**src/hdl/kmf_pkg.sv**
```systemverilog
`timescale 1ns / 1ps
`default_nettype none
package kmf_pkg;

   localparam int CP_W = 21;
   localparam logic [CP_W-1:0] MASK_CP = 21'd42;

   // command codes of an input beat
   localparam logic [1:0] CMD_ADD  = 2'd0;
   localparam logic [1:0] CMD_DEL  = 2'd1;
   localparam logic [1:0] CMD_TEXT = 2'd2;

   // result kinds
   localparam logic [1:0] KIND_CHAR    = 2'd0;
   localparam logic [1:0] KIND_STATUS  = 2'd1;
   localparam logic [1:0] KIND_VERDICT = 2'd2;

   // status codes
   localparam logic [1:0] ST_OK       = 2'd0;
   localparam logic [1:0] ST_FULL     = 2'd1;
   localparam logic [1:0] ST_TOO_LONG = 2'd2;
   localparam logic [1:0] ST_NOT_FND  = 2'd3;

   typedef enum logic [2:0] {
      S_IDLE,
      S_CMP,
      S_SCAN,
      S_DEC,
      S_EMIT
   } state_type;

   // broadcast control from the sequencer to every cell
   typedef struct packed {
      logic cmp_en;
      logic text_mode;
      logic ins;
      logic del;
   } cell_ctl_type;

endpackage
`default_nettype wire

```
**src/hdl/kmf_cell.sv**
```systemverilog
`timescale 1ns / 1ps
`default_nettype none
module kmf_cell
   import kmf_pkg::*;
#(
   parameter int MAX_WORD_LEN = 16
) (
   input  wire logic                          clock,
   input  wire logic                          reset,
   input  wire cell_ctl_type                  ctl,
   input  wire logic [MAX_WORD_LEN*CP_W-1:0]  key,
   input  wire logic [$clog2(MAX_WORD_LEN+2)-1:0] key_len,
   input  wire logic [$clog2(MAX_WORD_LEN+2)-1:0] best_in,
   input  wire logic                          found_in,
   input  wire logic                          free_in,
   output logic [$clog2(MAX_WORD_LEN+2)-1:0]  best_out,
   output logic                               found_out,
   output logic                               free_out
);

   localparam int LW = $clog2(MAX_WORD_LEN + 2);

   // word stored newest-first, so position j lines up with window slot j
   logic [CP_W-1:0] word_ff [MAX_WORD_LEN];
   logic [LW-1:0]   len_ff;
   logic            match_ff;
   logic [LW-1:0]   best_ff;
   logic            found_ff;
   logic            free_ff;

   logic [MAX_WORD_LEN-1:0] pos_ok;
   logic                    len_ok;
   logic                    match_in;
   logic                    first_free;

   // per-position compare against the broadcast key
   always_comb begin
      for (int j = 0; j < MAX_WORD_LEN; j++) begin
         pos_ok[j] = (word_ff[j] == key[j*CP_W +: CP_W]) || (LW'(j) >= len_ff);
      end
      len_ok     = ctl.text_mode ? (len_ff <= key_len) : (len_ff == key_len);
      match_in   = (len_ff != '0) && len_ok && (&pos_ok);
      first_free = (len_ff == '0) && !free_in;
   end

   // entry length and compare result
   always_ff @(posedge clock) begin
      if (reset) begin
         len_ff   <= '0;
         match_ff <= 1'b0;
      end else begin
         if (ctl.cmp_en) begin
            match_ff <= match_in;
         end
         if (ctl.ins && first_free) begin
            len_ff <= key_len;
         end else if (ctl.del && match_ff) begin
            len_ff <= '0;
         end
      end
   end

   // word storage
   always_ff @(posedge clock) begin
      if (ctl.ins && first_free) begin
         for (int j = 0; j < MAX_WORD_LEN; j++) begin
            word_ff[j] <= key[j*CP_W +: CP_W];
         end
      end
   end

   // chain stage: running longest hit, any exact hit, any empty entry
   always_ff @(posedge clock) begin
      if (reset) begin
         best_ff  <= '0;
         found_ff <= 1'b0;
         free_ff  <= 1'b0;
      end else begin
         best_ff  <= (match_ff && (len_ff > best_in)) ? len_ff : best_in;
         found_ff <= found_in | match_ff;
         free_ff  <= free_in | (len_ff == '0);
      end
   end

   assign best_out  = best_ff;
   assign found_out = found_ff;
   assign free_out  = free_ff;

endmodule
`default_nettype wire

```
**config.mk**
```make
export PLATFORM = sky130hd
export DESIGN_NAME = kmf_cell
export DESIGN_NICKNAME = d
export VERILOG_FILES = /design/src/hdl/kmf_pkg.sv /design/src/hdl/kmf_cell.sv
export SDC_FILE = /design/constraint.sdc
export NUM_CORES = 1
export LEC_CHECK = 0
export ABC_AREA = 1
export BUFFER_PORTS_ARGS = -buffer_cell sky130_fd_sc_hd__buf_2
export CELL_PAD_IN_SITES_DETAIL_PLACEMENT = 1
export CELL_PAD_IN_SITES_GLOBAL_PLACEMENT = 1
export CORE_ASPECT_RATIO = 1.5
export CORE_MARGIN = 2
export CORE_UTILIZATION = 42
export CTS_CLUSTER_SIZE = 25
export DETAILED_ROUTE_END_ITERATION = 10
export PLACE_DENSITY = 0.8
export SETUP_SLACK_MARGIN = 0.1
export SLEW_MARGIN = 30
export SYNTH_ARGS = -nofsm -noshare
export SYNTH_HDL_FRONTEND = slang
export SYNTH_SLANG_ARGS = --single-unit
```
**constraint.sdc**
```tcl
create_clock -name clock -period 8.4 [get_ports clock]
set_clock_uncertainty 0.2 [all_clocks]
set_input_delay 0.42 -clock clock [delete_from_list [all_inputs] [get_ports clock]]
set_output_delay 0.42 -clock clock [all_outputs]
set_load 0.01 [all_outputs]
```
==> Word-level counts from Yosys, hierarchy flattened <==
Memory sizes are Yosys's and may differ from the RTL's.
Cells that the tools add are included.
{ "op_classes": {"n_reduce_logical": 27, "n_mux": 6, "n_eq_ne": 17, "n_bitwise": 2, "n_lt_le_gt_ge": 18} }
{ "ops": {"columns": ["operator", "count"], "rows": [
  ["== test 21 bit", 16],
  [">= comparator 4 x 5 -> 1 bit, first input constant", 8],
  [">= comparator 3 x 5 -> 1 bit, first input constant", 4],
  ["logical OR 1 bit", 16],
  ["AND reduction 16 bit", 1],
  ["two-way mux 5 bit", 3],
  [">= comparator 1 x 5 -> 1 bit, first input constant", 2],
  [">= comparator 2 x 5 -> 1 bit, first input constant", 2],
  ["logical AND 1 bit", 6],
  ["== test 5 bit", 1],
  ["> comparator 5 bit", 1],
  ["less-or-equal comparator 5 bit", 1],
  ["zero test 5 bit", 1],
  ["nonzero test 5 bit", 1],
  ["two-way mux 1 bit", 3],
  ["bitwise OR 1 bit", 2],
  ["nonzero test 2 bit", 1],
  ["zero test 1 bit", 1]
]} }
{ "totals": {"ram_bits": 336, "wordCells": 76, "inputBits": 354, "output_inout_bits": 7, "register_bits": 13, "n_memories": 1} }
{ "memory_table": {"columns": ["memory", "words", "word_bits", "read_ports", "rd_ports_with_merged_regs", "wr", "line_no", "rtl"], "rows": [
  ["word_ff", 16, 21, 16, 0, 16, "kmf_cell.sv:24", "logic [CP_W-1:0] word_ff [MAX_WORD_LEN];"]
]} }

==> Longest topological paths before layout <==
Gate-level depths: netlist of run 1.
{ "depth": {"ltp_word": 5, "mapped_depth": 14, "depth_no_buf": 14} }

==> Least setup slack after synthesis of run 1 <==
Ideal clock, no wire load.
{ "synth_path": {"path_kind": "register to register", "startpoint": "register len_ff[4]", "endpoint": "memory word_ff[0][0], enable pin", "t_required_ns": 7.608, "synth_period_minus_slack_ns": 6.471, "arrival_ns": 5.679, "stages_incl_launch_ff": 6, "slack_ns": 1.929, "setup_ns": 0.592, "n_path_buf": 0, "path_cell_list": "dfxtp_1 nor2_4 nand2_4 nor2_4 nand2_4 nor2_4"} }
{ "synth_rtl": {"columns": ["element", "line_no", "rtl"], "rows": [
  ["start: declaration", "kmf_cell.sv:25", "logic [LW-1:0] len_ff;"],
  ["start signal: assignment", "kmf_cell.sv:56", "len_ff <= key_len;"],
  ["end: declaration", "kmf_cell.sv:24", null]
]} }

==> results of run 1 <==
[critical path: cells and delay by family (launching register included)]
family,cells,cell delay (ns)
DFF,1,0.42
and+or+nand+nor,5,0.68
buffers and inverters,2,0.80
[registers in the layout (all words and copies together) (netlist names)]
register   count
match_ff       1
len_ff         5
best_out       5
free_out       1
word_ff      336
found_out      1
[layout make-up]
class | count | share of cell area (%)
diodes | 37 | 0.391
clock buffers | 43 | 4.01
clock inverters | 20 | 0.492
inverters | 295 | 4.79
multi-input cells | 1048 | 21.4
flip-flops and latches | 349 | 43.7
well taps | 500 | 2.64
repair buffers | 710 | 22.6
[Yosys cell counts, types with 3 or more instances]
master | instances | share of area [%]
ha_1 | 10 | 0.76
xor2_1 | 95 | 5.0
nand3_1 | 35 | 1.1
o21ai_0 | 19 | 0.57
a211oi_1 | 5 | 0.23
nand2_1 | 489 | 11
nor3_1 | 4 | 0.12
xnor2_1 | 71 | 3.8
or2_0 | 3 | 0.11
nor2_1 | 280 | 6.3
dfxtp_1 | 13 | 1.6
inv_1 | 294 | 6.7
nand4_1 | 5 | 0.19
edfxtp_1 | 336 | 61
a21oi_1 | 14 | 0.42
nor2_4 | 3 | 0.20
[cells by family after synthesis]
logic type               count (synthesis)  share of synthesized area (%)
flip-flops                             349                           62.5
AO/OA/AOI/OAI                           45                           1.55
buffers and inverters                  296                           6.87
XOR/XNOR                               166                           8.78
adder cells (fa/ha/maj)                 10                          0.756
AND/OR/NAND/NOR                        827                           19.5
[power by group]
part           internal (W)  switching, W  leakage, nW
Sequential          0.00204     0.0000618         3.22
Clock              0.000815      0.000764        0.517
Combinational      0.000286      0.000339         7.05
[worst max-delay path by stage]
stage                           startpoint                         to  slack [ns]  depth (start not counted)
floorplan           len_ff[4]$_SDFFE_PP0P_    word_ff[0][0]$_DFFE_PP_        1.93                          5
global placement    len_ff[4]$_SDFFE_PP0P_     len_ff[3]$_SDFFE_PP0P_        5.94                          9
detailed placement  len_ff[4]$_SDFFE_PP0P_     len_ff[3]$_SDFFE_PP0P_        5.87                          9
CTS                 len_ff[4]$_SDFFE_PP0P_     len_ff[3]$_SDFFE_PP0P_        5.86                          9
global route        len_ff[4]$_SDFFE_PP0P_  word_ff[0][117]$_DFFE_PP_        5.67                          7
finish              len_ff[4]$_SDFFE_PP0P_   word_ff[0][83]$_DFFE_PP_        5.71                          7
[layer usage]
metal	share of wire, %	vias to the layer above
li1	-	6826
met1	32	7283
met2	57	563
met3	3.8	269
met4	7.4	4
met5	0.032	-
[through the flow]
| stage | utilization (%) | instance area (sq um) |
|---|---|---|
| finish | 60.6 | 23700 |
| global route | 60.5 | 23700 |
| CTS | 60.3 | 23600 |
| detailed placement | 48.7 | 19000 |
| global placement | 48.7 | 19000 |
| floorplan | - | 16600 |
==> out/summary.txt, run 1 <==
FLOORPLAN
--------------------------------------------------------------------------------------------------------
Area enclosed by the die boundary                                                           0.0410 sq mm
I/O pin count                                                                                        361
Core region area                                                                            0.0391 sq mm
Starting utilization of the core area                                                              42.3%
Row count                                                                                             89
Chip height                                                                                       247 um
Die Wd                                                                                            166 um

CLOCK TREE
--------------------------------------------------------------------------------------------------------
Clock network latency to the later pin of the worst-skew pair                                    0.54 ns
Number of gates resized after CTS                                                                      0
Post-CTS clock slew at the launch and capture registers of the worst setup and hold paths        0.07 ns
Clk Tree Root Cell                                                                             clkbuf_16
Clk sink count                                                                                       349
Count of hold-fix buffers inserted at cts                                                            347
Post-CTS repair timing setup buffer count                                                              0
Number of buffers created by CTS                                                                      37
Buffers from clock root to sink, at most                                                               3
Level count of the clock H-tree                                                                        2
CTS tree                                                                                            done

ROUTING
--------------------------------------------------------------------------------------------------------
Number of antenna-violating nets in the routed design                                                  0
Routed WL                                                                                        65.0 mm
Drc violations                                                                                         0
Detailed Routing Iterations Pass 1                                                                     4
Via-to-Cell Ratio                                                                                   4.98
Post-detailed-route wirelength per cell                                                          21.7 um
Via Count                                                                                         14,900
Initial detailed-routing violation count                                                             742

POWER
--------------------------------------------------------------------------------------------------------
Highest ir drop seen on vdd                                                                   0.000215 V
Total power                                                                                    0.00430 W
Pwr dens                                                                                     182 mW/mm^2
Leakage power of the design                                                                      10.8 nW

SETUP PATH
--------------------------------------------------------------------------------------------------------
Flop2flop setup slack                                                                            5.71 ns
Worst r2r path cells                                                                                   7
Data required, critical path                                                                     8.37 ns
Capture point of the worst reg-to-reg path                                                  word_ff[0][83]$_DFFE_PP_
Cells along the critical path                                                               nor2_4 -> nand2_4 -> nor2_4 -> nand2_4 -> nor2_4 -> buf_12 -> buf_16
Most Frequent Cell on Critical Path                                                               nor2_4
Endpoint arrival time on the critical path                                                       2.66 ns
CP max stage delay                                                                               0.45 ns
Endpoint class of the critical path                                                                 flop
Critical-path maximum fanout                                                                         109
Category of the most critical setup path                                                    flop to flop
Startpoint class of the critical path                                                               flop
Master of the slowest instance on the critical path                                               buf_16
Startpoint of the lowest-slack register-to-register path                                    len_ff[4]$_SDFFE_PP0P_

FINAL LAYOUT
--------------------------------------------------------------------------------------------------------
Relative area change from synthesis to final layout                                                43.0%
Most common cell after layout, fill and taps aside                                               nand2_1
Multi-input combinational cell area                                                         0.00506 sq mm
Layout filler cell count                                                                           4,441
Layout cells sized above 1                                                                         17.4%
Post-layout instance count excluding filler cells                                                  3,002
Combined flip-flop and latch cell area                                                      0.0103 sq mm
Commonest cells after routing, fill and taps aside                                          nand2_1, buf_2, dlygate4sd3_1
Final net count                                                                                    2,805

STA
--------------------------------------------------------------------------------------------------------
Post-route fraction of the period consumed by the critical path                                    32.0%
Slew Viols, Final                                                                                      0
Final hold violation count                                                                             0
Slew @ Worst Pin                                                                                0.912 ns
Max Fclk                                                                                       0.372 GHz
Final number of setup-violating endpoints                                                              0
Setup_tns                                                                                           0 ns
Worst-case hold slack                                                                          0.0261 ns
Unrepaired setup endpoints after global routing                                                    false
Min setup slack post-route                                                                       5.71 ns
Max transition margin                                                                              39.2%
Final period demand of the worst path                                                            2.69 ns

SYNTHESIS
--------------------------------------------------------------------------------------------------------
Async set-reset flop share out of synthesis                                                           0%
Post-synthesis instance total                                                                      1,693
Post-Synthesis Cell Area                                                                    0.0166 sq mm
Synthesized area per cell                                                                     9.78 sq um
YS warnings                                                                                            0
FF+latch count, synth                                                                                349
Total nets after synthesis                                                                         2,057
Top_reg_cell synth                                                                              edfxtp_1
Number of distinct library cell variants in the gate-level netlist after synthesis                    29
Number of enable-type register cells in the synthesized netlist                                      336
Part of the Yosys area used for sequential elements                                                62.5%

GLOBAL ROUTING
--------------------------------------------------------------------------------------------------------
Highest-utilization routing layer at the global route stage                                         met2
Met3 layer usage reported by global route                                                          4.69%
GR met2 Demand/Resource                                                                            61.3%
Global-route usage over all layers                                                                 30.8%
First-pass GRT wire length                                                                       96.3 mm
Number of global-route vias before repair                                                         17,100
Total congestion overflow                                                                              0
Antenna violations before repair                                                                      35
Met1 usage                                                                                         28.7%
Maximum number of pins on one net before global-route repair                                         180

WORST HOLD PATH
--------------------------------------------------------------------------------------------------------
Hold Path Class                                                                             input port to flop
WHS Endpoint                                                                                match_ff$_SDFFE_PP0P_
Startpoint of the lowest-slack hold path                                                          ctl[3]
Hold Path Cell Cnt                                                                                     4

PLACE
--------------------------------------------------------------------------------------------------------
Port buffer count                                                                                    360
Post-placement setup slack                                                                       5.87 ns
Placed insts                                                                                       2,554
Half-perimeter wire length after detailed placement                                              33.0 mm
Final weighted congestion in routability-driven placement                                          0.775

RUN STATUS
--------------------------------------------------------------------------------------------------------
Run status                                                                                  finished, final reports clean

FLOW RUN
--------------------------------------------------------------------------------------------------------
Max-cap violations                                                                                     0

No activity file was read; power rests on OpenSTA's default activity.
==> inputs of run 2 (changes only) <==
==> constraint.sdc (replaced) <==
create_clock -name clock -period 2.5 [get_ports clock]
set_clock_uncertainty 0.2 [all_clocks]
set_input_delay 0.125 -clock clock [delete_from_list [all_inputs] [get_ports clock]]
set_output_delay 0.125 -clock clock [all_outputs]
set_load 0.01 [all_outputs]
==> out/summary.txt, run 2 (same netlist as run 1, synthesis figures left out) <==
GLOBAL ROUTING
--------------------------------------------------------------------------------------------------------
Global-route usage over all layers                                                                 31.9%
Antenna violations before repair                                                                      32
Total congestion overflow                                                                              0
First-pass GRT wire length                                                                        100 mm
Maximum number of pins on one net before global-route repair                                          70
Number of global-route vias before repair                                                         17,900

STA
--------------------------------------------------------------------------------------------------------
Unrepaired setup endpoints after global routing                                                    false
Final hold violation count                                                                             0
Final period demand of the worst path                                                            2.23 ns
Slew @ Worst Pin                                                                                0.402 ns
Final number of setup-violating endpoints                                                              0
Max Fclk                                                                                       0.448 GHz
Max transition margin                                                                              73.2%
Post-route fraction of the period consumed by the critical path                                    89.3%
Worst-case hold slack                                                                          0.0354 ns
Slew Viols, Final                                                                                      0

FINAL LAYOUT
--------------------------------------------------------------------------------------------------------
Flip-flop count of the largest register after layout                                                 336
Layout cells sized above 1                                                                         17.8%
Final net count                                                                                    2,820
Final standard cell utilization of the core                                                        61.4%
Commonest cells after routing, fill and taps aside                                          nand2_1, buf_2, dlygate4sd3_1
Register ranked first by flip-flop count                                                         word_ff
Relative area change from synthesis to final layout                                                45.0%
Most common cell after layout, fill and taps aside                                               nand2_1

FLOORPLAN
--------------------------------------------------------------------------------------------------------
I/O pin count                                                                                        361
Die Wd                                                                                            166 um
Area enclosed by the die boundary                                                           0.0410 sq mm
Core region area                                                                            0.0391 sq mm
Starting utilization of the core area                                                              42.3%
Row count                                                                                             89
Chip height                                                                                       247 um

PLACE
--------------------------------------------------------------------------------------------------------
Final weighted congestion in routability-driven placement                                          0.821
Port buffer count                                                                                    360
Half-perimeter wire length after detailed placement                                              34.5 mm

CLOCK TREE
--------------------------------------------------------------------------------------------------------
Post-CTS repair timing setup buffer count                                                              0
Clk sink count                                                                                       349
Number of gates resized after CTS                                                                      0
Clk Tree Root Cell                                                                             clkbuf_16
Post-CTS clock slew at the launch and capture registers of the worst setup and hold paths        0.07 ns
CTS tree                                                                                            done
Buffers from clock root to sink, at most                                                               3
Level count of the clock H-tree                                                                        2
Clock network latency to the later pin of the worst-skew pair                                    0.54 ns
Number of buffers created by CTS                                                                      36
Count of hold-fix buffers inserted at cts                                                            353

SETUP PATH
--------------------------------------------------------------------------------------------------------
Endpoint arrival time on the critical path                                                       2.25 ns
Master of the slowest instance on the critical path                                              dfxtp_1
Critical-path maximum fanout                                                                          31
Critical path buffers and inverters                                                                    3
CP max stage delay                                                                               0.38 ns
Endpoint class of the critical path                                                                 flop
Path length in cells of the critical path                                                              7
Startpoint class of the critical path                                                               flop
Category of the most critical setup path                                                    flop to flop
Crit-path leading delay family                                                              buffers and inverters
Cells along the critical path                                                               inv_1 -> nand2_4 -> nor2_4 -> nand2_4 -> nor2_4 -> buf_12 -> buf_4
Worst r2r path cells                                                                                   7
Data required, critical path                                                                     2.52 ns

ROUTING
--------------------------------------------------------------------------------------------------------
Routed length on met3                                                                            2.78 mm
Via Count                                                                                         15,200
Highest metal layer with signal wires                                                               met5
Routed WL                                                                                        66.9 mm
Number of antenna-violating nets in the routed design                                                  0
Detailed-route wire length on metal 1                                                            21.0 mm
Met2 routed wirelength                                                                           37.8 mm
Initial detailed-routing violation count                                                             763
Detailed Routing Iterations Pass 1                                                                     5
Drc violations                                                                                         0
Post-detailed-route wirelength per cell                                                          22.2 um
Via-to-Cell Ratio                                                                                   5.04

WORST HOLD PATH
--------------------------------------------------------------------------------------------------------
Hold Path Cell Cnt                                                                                     6
Hold Path Class                                                                             input port to flop

POWER
--------------------------------------------------------------------------------------------------------
Leakage power of the design                                                                      11.0 nW
Pwr dens                                                                                     625 mW/mm^2
Highest ir drop seen on vdd                                                                   0.000679 V

RUN STATUS
--------------------------------------------------------------------------------------------------------
Run status                                                                                  finished, final reports clean

FLOW RUN
--------------------------------------------------------------------------------------------------------
Max-cap violations                                                                                     0

## run 2: tightest hold or removal path, cell delays in order
cell and delay, ns:
buf_2 0.10, nand2_1 0.10, nor2_4 0.07, buf_12 0.18, nand2_1 0.08, a21oi_1 0.06
## run 2: worst paths after layout
path	from	end	slack (ns)
min	ctl[1]	len_ff[4]$_SDFFE_PP0P_	0.04
max reg2reg	len_ff[2]$_SDFFE_PP0P_	word_ff[1][0]$_DFFE_PP_	0.27
min reg2reg	len_ff[0]$_SDFFE_PP0P_	len_ff[0]$_SDFFE_PP0P_	0.33
max	len_ff[2]$_SDFFE_PP0P_	word_ff[1][0]$_DFFE_PP_	0.27
## run 2: through the flow
stage | TNS [ns] | instance area (sq um) | cells | setup WS (ns) | power, W
after global routing | 0 | 24000 | 3013 | 0.106 | 0.0155
after detailed placement | 0 | 19200 | 2565 | 0.291 | 0.00866
after floorplan | -1341.43 | 16600 | 1693 | -3.94 | 0.00797
final | 0 | 24000 | 3016 | 0.267 | 0.0150
after CTS | 0 | 23900 | 2982 | 0.279 | 0.0147
after global placement | 0 | 19200 | 2565 | 0.372 | 0.00853
## run 2: layout make-up
| cell class | count | area (sq um) |
|---|---|---|
| fillers | 4342 | 15100 |
| flip-flops and latches | 349 | 10400 |
| repair buffers | 726 | 5560 |
| multi-input cells | 1048 | 5060 |
| inverters | 295 | 1130 |
| clock buffers | 40 | 937 |
| well taps | 500 | 626 |
| clock inverters | 24 | 249 |
| diodes | 34 | 85.1 |
## run 2: per-layer routing
| layer | global-route usage [%] | up-vias |
|---|---|---|
| li1 | - | 6850 |
| met1 | 28.9 | 7385 |
| met5 | 0 | - |
| met4 | 22.6 | 4 |
| met2 | 63.4 | 624 |
| met3 | 5.38 | 327 |
## run 2: where the power goes
group	internal [W]	leakage, nW	switching, W	total (W)
clock network	0.00323	0.580	0.00252	0.00576
registers	0.00684	3.22	0.000211	0.00705
logic	0.00101	7.15	0.00119	0.00220
==> inputs of run 3 (changes only) <==
--- a/config.mk
+++ b/config.mk
@@ -5,16 +5,16 @@
 export SDC_FILE = /design/constraint.sdc
 export NUM_CORES = 1
 export LEC_CHECK = 0
-export ABC_AREA = 1
+export ABC_AREA = 0
 export BUFFER_PORTS_ARGS = -buffer_cell sky130_fd_sc_hd__buf_2
 export CELL_PAD_IN_SITES_DETAIL_PLACEMENT = 1
 export CELL_PAD_IN_SITES_GLOBAL_PLACEMENT = 1
 export CORE_ASPECT_RATIO = 1.5
 export CORE_MARGIN = 2
-export CORE_UTILIZATION = 42
+export CORE_UTILIZATION = 44
 export CTS_CLUSTER_SIZE = 25
 export DETAILED_ROUTE_END_ITERATION = 10
-export PLACE_DENSITY = 0.8
+export PLACE_DENSITY = 0.79
 export SETUP_SLACK_MARGIN = 0.1
 export SLEW_MARGIN = 30
 export SYNTH_ARGS = -nofsm -noshare
==> out/summary.txt, run 3 <==
FLOORPLAN
-------------------------------------------------------------------------------------------------
I/O pin count                                                                                 361
Row count                                                                                      81
Chip height                                                                                228 um
Starting utilization of the core area                                                       44.8%
Die Wd                                                                                     153 um

PLACE
-------------------------------------------------------------------------------------------------
Post-placement setup slack                                                              -0.151 ns
Placed insts                                                                                1,697
Cell area after placement                                                            0.0172 sq mm
Final weighted congestion in routability-driven placement                                   0.784
Half-perimeter wire length after detailed placement                                       28.4 mm
Port buffer count                                                                             360

SYNTHESIS
-------------------------------------------------------------------------------------------------
Share of the synthesized area in the top cell type                                          68.8%
YS warnings                                                                                     0
Most frequently used cell type in the post-synthesis netlist                             edfxtp_1
Total nets after synthesis                                                                  1,268
Part of the Yosys area used for sequential elements                                         70.6%
Cell accounting for the most synthesized area                                            edfxtp_1
Top_reg_cell synth                                                                       edfxtp_1
Post-Synthesis Cell Area                                                             0.0147 sq mm
Top cells by count, synth                                                            edfxtp_1, xnor2_1, xor2_1
FF+latch count, synth                                                                         349
Async set-reset flop share out of synthesis                                                    0%
Synthesized area per cell                                                              16.2 sq um
Number of enable-type register cells in the synthesized netlist                               336
Biggest area contributors in the synthesized netlist                                 edfxtp_1, xnor2_1, xor2_1
Post-synthesis instance total                                                                 904
Number of distinct library cell variants in the gate-level netlist after synthesis             40

RUN STATUS
-------------------------------------------------------------------------------------------------
Run status                                                                           stopped before the end
Tool error message                                                                   [ERROR RSZ-0060] Max buffer count reached.
Last stage reached                                                                   clock tree synthesis (4_1_cts)

CLOCK TREE
-------------------------------------------------------------------------------------------------
Clk Tree Root Cell                                                                      clkbuf_16
Post-CTS repair timing setup buffer count                                                       1
Buffers from clock root to sink, at most                                                        3
Level count of the clock H-tree                                                                 2
Number of gates resized after CTS                                                               6
Number of buffers created by CTS                                                               35
Clk sink count                                                                                349
Count of hold-fix buffers inserted at cts                                                     352

-- run 3: changes by cell type after synthesis, moves of 4 or more --
cell / before / now
a21oi_1: 14 / 4
nor2_1: 280 / 21
nor3_1: 4 / 14
xnor2_1: 71 / 188
mux2i_1: 0 / 5
xor2_1: 95 / 148
o21ai_0: 19 / 5
nand4_1: 5 / 51
a22oi_1: 0 / 6
nand3_1: 35 / 15
nor4_1: 0 / 39
nand2_1: 489 / 7
a211oi_1: 5 / 1
inv_1: 294 / 13
-- run 3: stage by stage --
stage	hold slack (ns)	TNS, ns
3_5_place_dp	0.130	-0.151
3_3_place_gp	0.128	-0.0167
2_1_floorplan	-0.00262	-2525.94
-- run 3: cells by family after synthesis --
group / after synthesis / synth area share [%]
AO/OA/AOI/OAI: 32 / 1.59
XOR/XNOR: 336 / 20.1
adder cells (fa/ha/maj): 10 / 0.853
buffers and inverters: 18 / 0.555
flip-flops: 349 / 70.6
multiplexers: 5 / 0.341
AND/OR/NAND/NOR: 154 / 6.02
==> inputs of run 4 (changes only) <==
==> config.mk (replaced) <==
export PLATFORM = sky130hd
export DESIGN_NAME = kmf_cell
export DESIGN_NICKNAME = d
export VERILOG_FILES = /design/src/hdl/kmf_pkg.sv /design/src/hdl/kmf_cell.sv
export SDC_FILE = /design/constraint.sdc
export NUM_CORES = 1
export LEC_CHECK = 0
export ABC_AREA = 0
export BUFFER_PORTS_ARGS = -buffer_cell sky130_fd_sc_hd__buf_2
export CORE_MARGIN = 2
export CORE_UTILIZATION = 40
export DETAILED_ROUTE_END_ITERATION = 10
export PLACE_DENSITY_LB_ADDON = 0.15
export SLEW_MARGIN = 30
export SYNTH_ARGS = -nofsm -noshare
export SYNTH_HDL_FRONTEND = slang
export SYNTH_SLANG_ARGS = --single-unit
==> out/summary.txt, run 4 <==
STA
--------------------------------------------------------------------------------------------------------
Unrepaired setup endpoints after global routing                                                    false
Final number of setup-violating endpoints                                                              0
Slew @ Worst Pin                                                                                0.523 ns
Min setup slack post-route                                                                      0.169 ns
Max transition margin                                                                              64.8%
Final period demand of the worst path                                                            2.33 ns
Max Fclk                                                                                       0.429 GHz
Post-route fraction of the period consumed by the critical path                                    93.2%
Slew Viols, Final                                                                                      0
Final hold violation count                                                                             0

ROUTING
--------------------------------------------------------------------------------------------------------
Via Count                                                                                         10,100
Initial detailed-routing violation count                                                             402
Post-detailed-route wirelength per cell                                                          17.1 um
Detailed Routing Iterations Pass 1                                                                     6
Number of antenna-violating nets in the routed design                                                  0
Via-to-Cell Ratio                                                                                   4.63
Routed WL                                                                                        37.3 mm
Drc violations                                                                                         0

SYNTHESIS
--------------------------------------------------------------------------------------------------------
Most frequently used cell type in the post-synthesis netlist                                    edfxtp_1
Async set-reset flop share out of synthesis                                                           0%
Post-synthesis instance total                                                                        904
Top cells by count, synth                                                                   edfxtp_1, xnor2_1, xor2_1
Synthesized area per cell                                                                     16.2 sq um
Number of distinct library cell variants in the gate-level netlist after synthesis                    40
Cell accounting for the most synthesized area                                                   edfxtp_1
FF+latch count, synth                                                                                349
Total nets after synthesis                                                                         1,268
Share of the synthesized area in the top cell type                                                 68.8%
Biggest area contributors in the synthesized netlist                                        edfxtp_1, xnor2_1, xor2_1
YS warnings                                                                                            0
Part of the Yosys area used for sequential elements                                                70.6%
Top_reg_cell synth                                                                              edfxtp_1
Number of enable-type register cells in the synthesized netlist                                      336
Post-Synthesis Cell Area                                                                    0.0147 sq mm

FLOORPLAN
--------------------------------------------------------------------------------------------------------
Core region area                                                                            0.0363 sq mm
Chip height                                                                                       195 um
Row count                                                                                             70
I/O pin count                                                                                        361
Die Wd                                                                                            195 um
Area enclosed by the die boundary                                                           0.0382 sq mm
Starting utilization of the core area                                                              40.3%

CLOCK TREE
--------------------------------------------------------------------------------------------------------
Clk Tree Root Cell                                                                             clkbuf_16
Number of buffers created by CTS                                                                      39
CTS tree                                                                                            done
Post-CTS clock slew at the launch and capture registers of the worst setup and hold paths        0.06 ns
Clk sink count                                                                                       349
Clock network latency to the later pin of the worst-skew pair                                    0.53 ns
Buffers from clock root to sink, at most                                                               3
Level count of the clock H-tree                                                                        2

PLACE
--------------------------------------------------------------------------------------------------------
Final weighted congestion in routability-driven placement                                          0.754
Port buffer count                                                                                    360
Post-placement setup slack                                                                     -0.316 ns
Half-perimeter wire length after detailed placement                                              24.8 mm

FINAL LAYOUT
--------------------------------------------------------------------------------------------------------
Relative area change from synthesis to final layout                                                51.3%
Flip-flop count of the largest register after layout                                                 336
Layout cells sized above 1                                                                         26.6%
Register ranked first by flip-flop count                                                         word_ff
Final net count                                                                                    2,044
Final standard cell utilization of the core                                                        61.0%
Most common cell after layout, fill and taps aside                                                 buf_2
Commonest cells after routing, fill and taps aside                                          buf_2, dlygate4sd3_1, edfxtp_1

WORST HOLD PATH
--------------------------------------------------------------------------------------------------------
Hold Path Class                                                                             input port to flop

GLOBAL ROUTING
--------------------------------------------------------------------------------------------------------
Maximum number of pins on one net before global-route repair                                          48
Number of global-route vias before repair                                                         10,800
Global-route usage over all layers                                                                 19.4%
Antenna violations before repair                                                                       2
Total congestion overflow                                                                              0
First-pass GRT wire length                                                                       57.8 mm

SETUP PATH
--------------------------------------------------------------------------------------------------------
Critical-path maximum fanout                                                                           2
Startpoint class of the critical path                                                               flop
Endpoint arrival time on the critical path                                                       2.60 ns
Data required, critical path                                                                     2.77 ns
CP max stage delay                                                                               0.39 ns
Category of the most critical setup path                                                    flop to flop
Master of the slowest instance on the critical path                                            a2111oi_2
Endpoint class of the critical path                                                                 flop
Cells along the critical path                                                               ha_1 -> a21o_1 -> a21oi_2 -> o221ai_2 -> a2111oi_2 -> buf_4 -> o2111ai_1 -> nand4bb_1 -> o21ai_1

FLOW RUN
--------------------------------------------------------------------------------------------------------
Max-cap violations                                                                                     0

POWER
--------------------------------------------------------------------------------------------------------
Pwr dens                                                                                     643 mW/mm^2
Highest ir drop seen on vdd                                                                   0.000693 V
Leakage power of the design                                                                      8.27 nW

RUN STATUS
--------------------------------------------------------------------------------------------------------
Run status                                                                                  finished, final reports clean

==> run 4: final cells by class <==
| type | count | area [sq um] |
|---|---|---|
| Antenna cell | 2 | 5.00 |
| Clock buffer | 55 | 1090 |
| Clock inverter | 15 | 128 |
| Fill cell | 2734 | 14200 |
| Inverter | 13 | 48.8 |
| Multi-Input combinational cell | 537 | 4310 |
| Sequential cell | 349 | 10400 |
| Tap cell | 468 | 586 |
| Timing Repair Buffer | 740 | 5670 |
==> run 4: worst paths after layout <==
path                          start                        to  slack [ns]  cells past startpoint
min                         key[73]  word_ff[0][73]$_DFFE_PP_        0.11                      2
max reg2reg  len_ff[2]$_SDFFE_PP0P_     match_ff$_SDFFE_PP0P_        0.17                      9
max          len_ff[2]$_SDFFE_PP0P_     match_ff$_SDFFE_PP0P_        0.17                      9
min reg2reg   match_ff$_SDFFE_PP0P_     match_ff$_SDFFE_PP0P_        0.41                      2
==> run 4: logic make-up after synthesis <==
group / after synthesis / share of synthesized area [%]
adders and majority gates: 10 / 0.853
buffers and inverters: 18 / 0.555
xor gates and xnor gates: 336 / 20.1
and+or+nand+nor: 154 / 6.02
muxes: 5 / 0.341
DFF: 349 / 70.6
AOI/OAI and AO/OA: 32 / 1.59
==> run 4: per-stage QoR <==
stage / area (sq um) / hold slack, ns / cells / setup TNS (ns) / total power [W]
after floorplan: 14700 / -0.00262 / 904 / -2525.94 / 0.00784
after global placement: 17400 / 0.128 / 1752 / -0.303 / 0.00836
after detailed placement: 17400 / 0.129 / 1752 / -0.316 / 0.00839
after CTS: 22200 / 0.0762 / 2177 / 0 / 0.0144
after global routing: 22200 / 0.106 / 2179 / 0 / 0.0148
final: 22200 / 0.113 / 2179 / 0 / 0.0143
==> run 4: repair_timing <==
item	in CTS	in global routing
buffers inserted	0	0
pin swaps	0	2
hold endpoints to repair	360	0
gates resized for setup	3	6
hold buffers	355	0
endpoints found under the setup margin	1	1
==> run 4: critical path, delay by kind of cell (launching register included) <==
kind / cells / cell delay [ns]
buffers and inverters: 1 / 0.16
AND/OR/NAND/NOR: 1 / 0.21
adder cells (fa/ha/maj): 1 / 0.28
flip-flops: 1 / 0.31
AO/OA/AOI/OAI: 6 / 1.10
==> run 4: metal layers <==
metal / global-route usage (%) / vias up / share of wire [%]
li1: - / 4923 / -
met1: 24.3 / 4800 / 43
met2: 32.7 / 289 / 49
met3: 4.18 / 66 / 5.3
met4: 7.77 / 0 / 2.9
met5: 0 / - / 0
==> run 4: power breakdown <==
part	internal, W	switching [W]	total [W]	leakage (nW)
Combinational	0.000999	0.000789	0.00179	4.46
Clock	0.00324	0.00227	0.00551	0.588
Sequential	0.00683	0.000131	0.00696	3.22
Total	0.0111	0.00319	0.0143	8.27
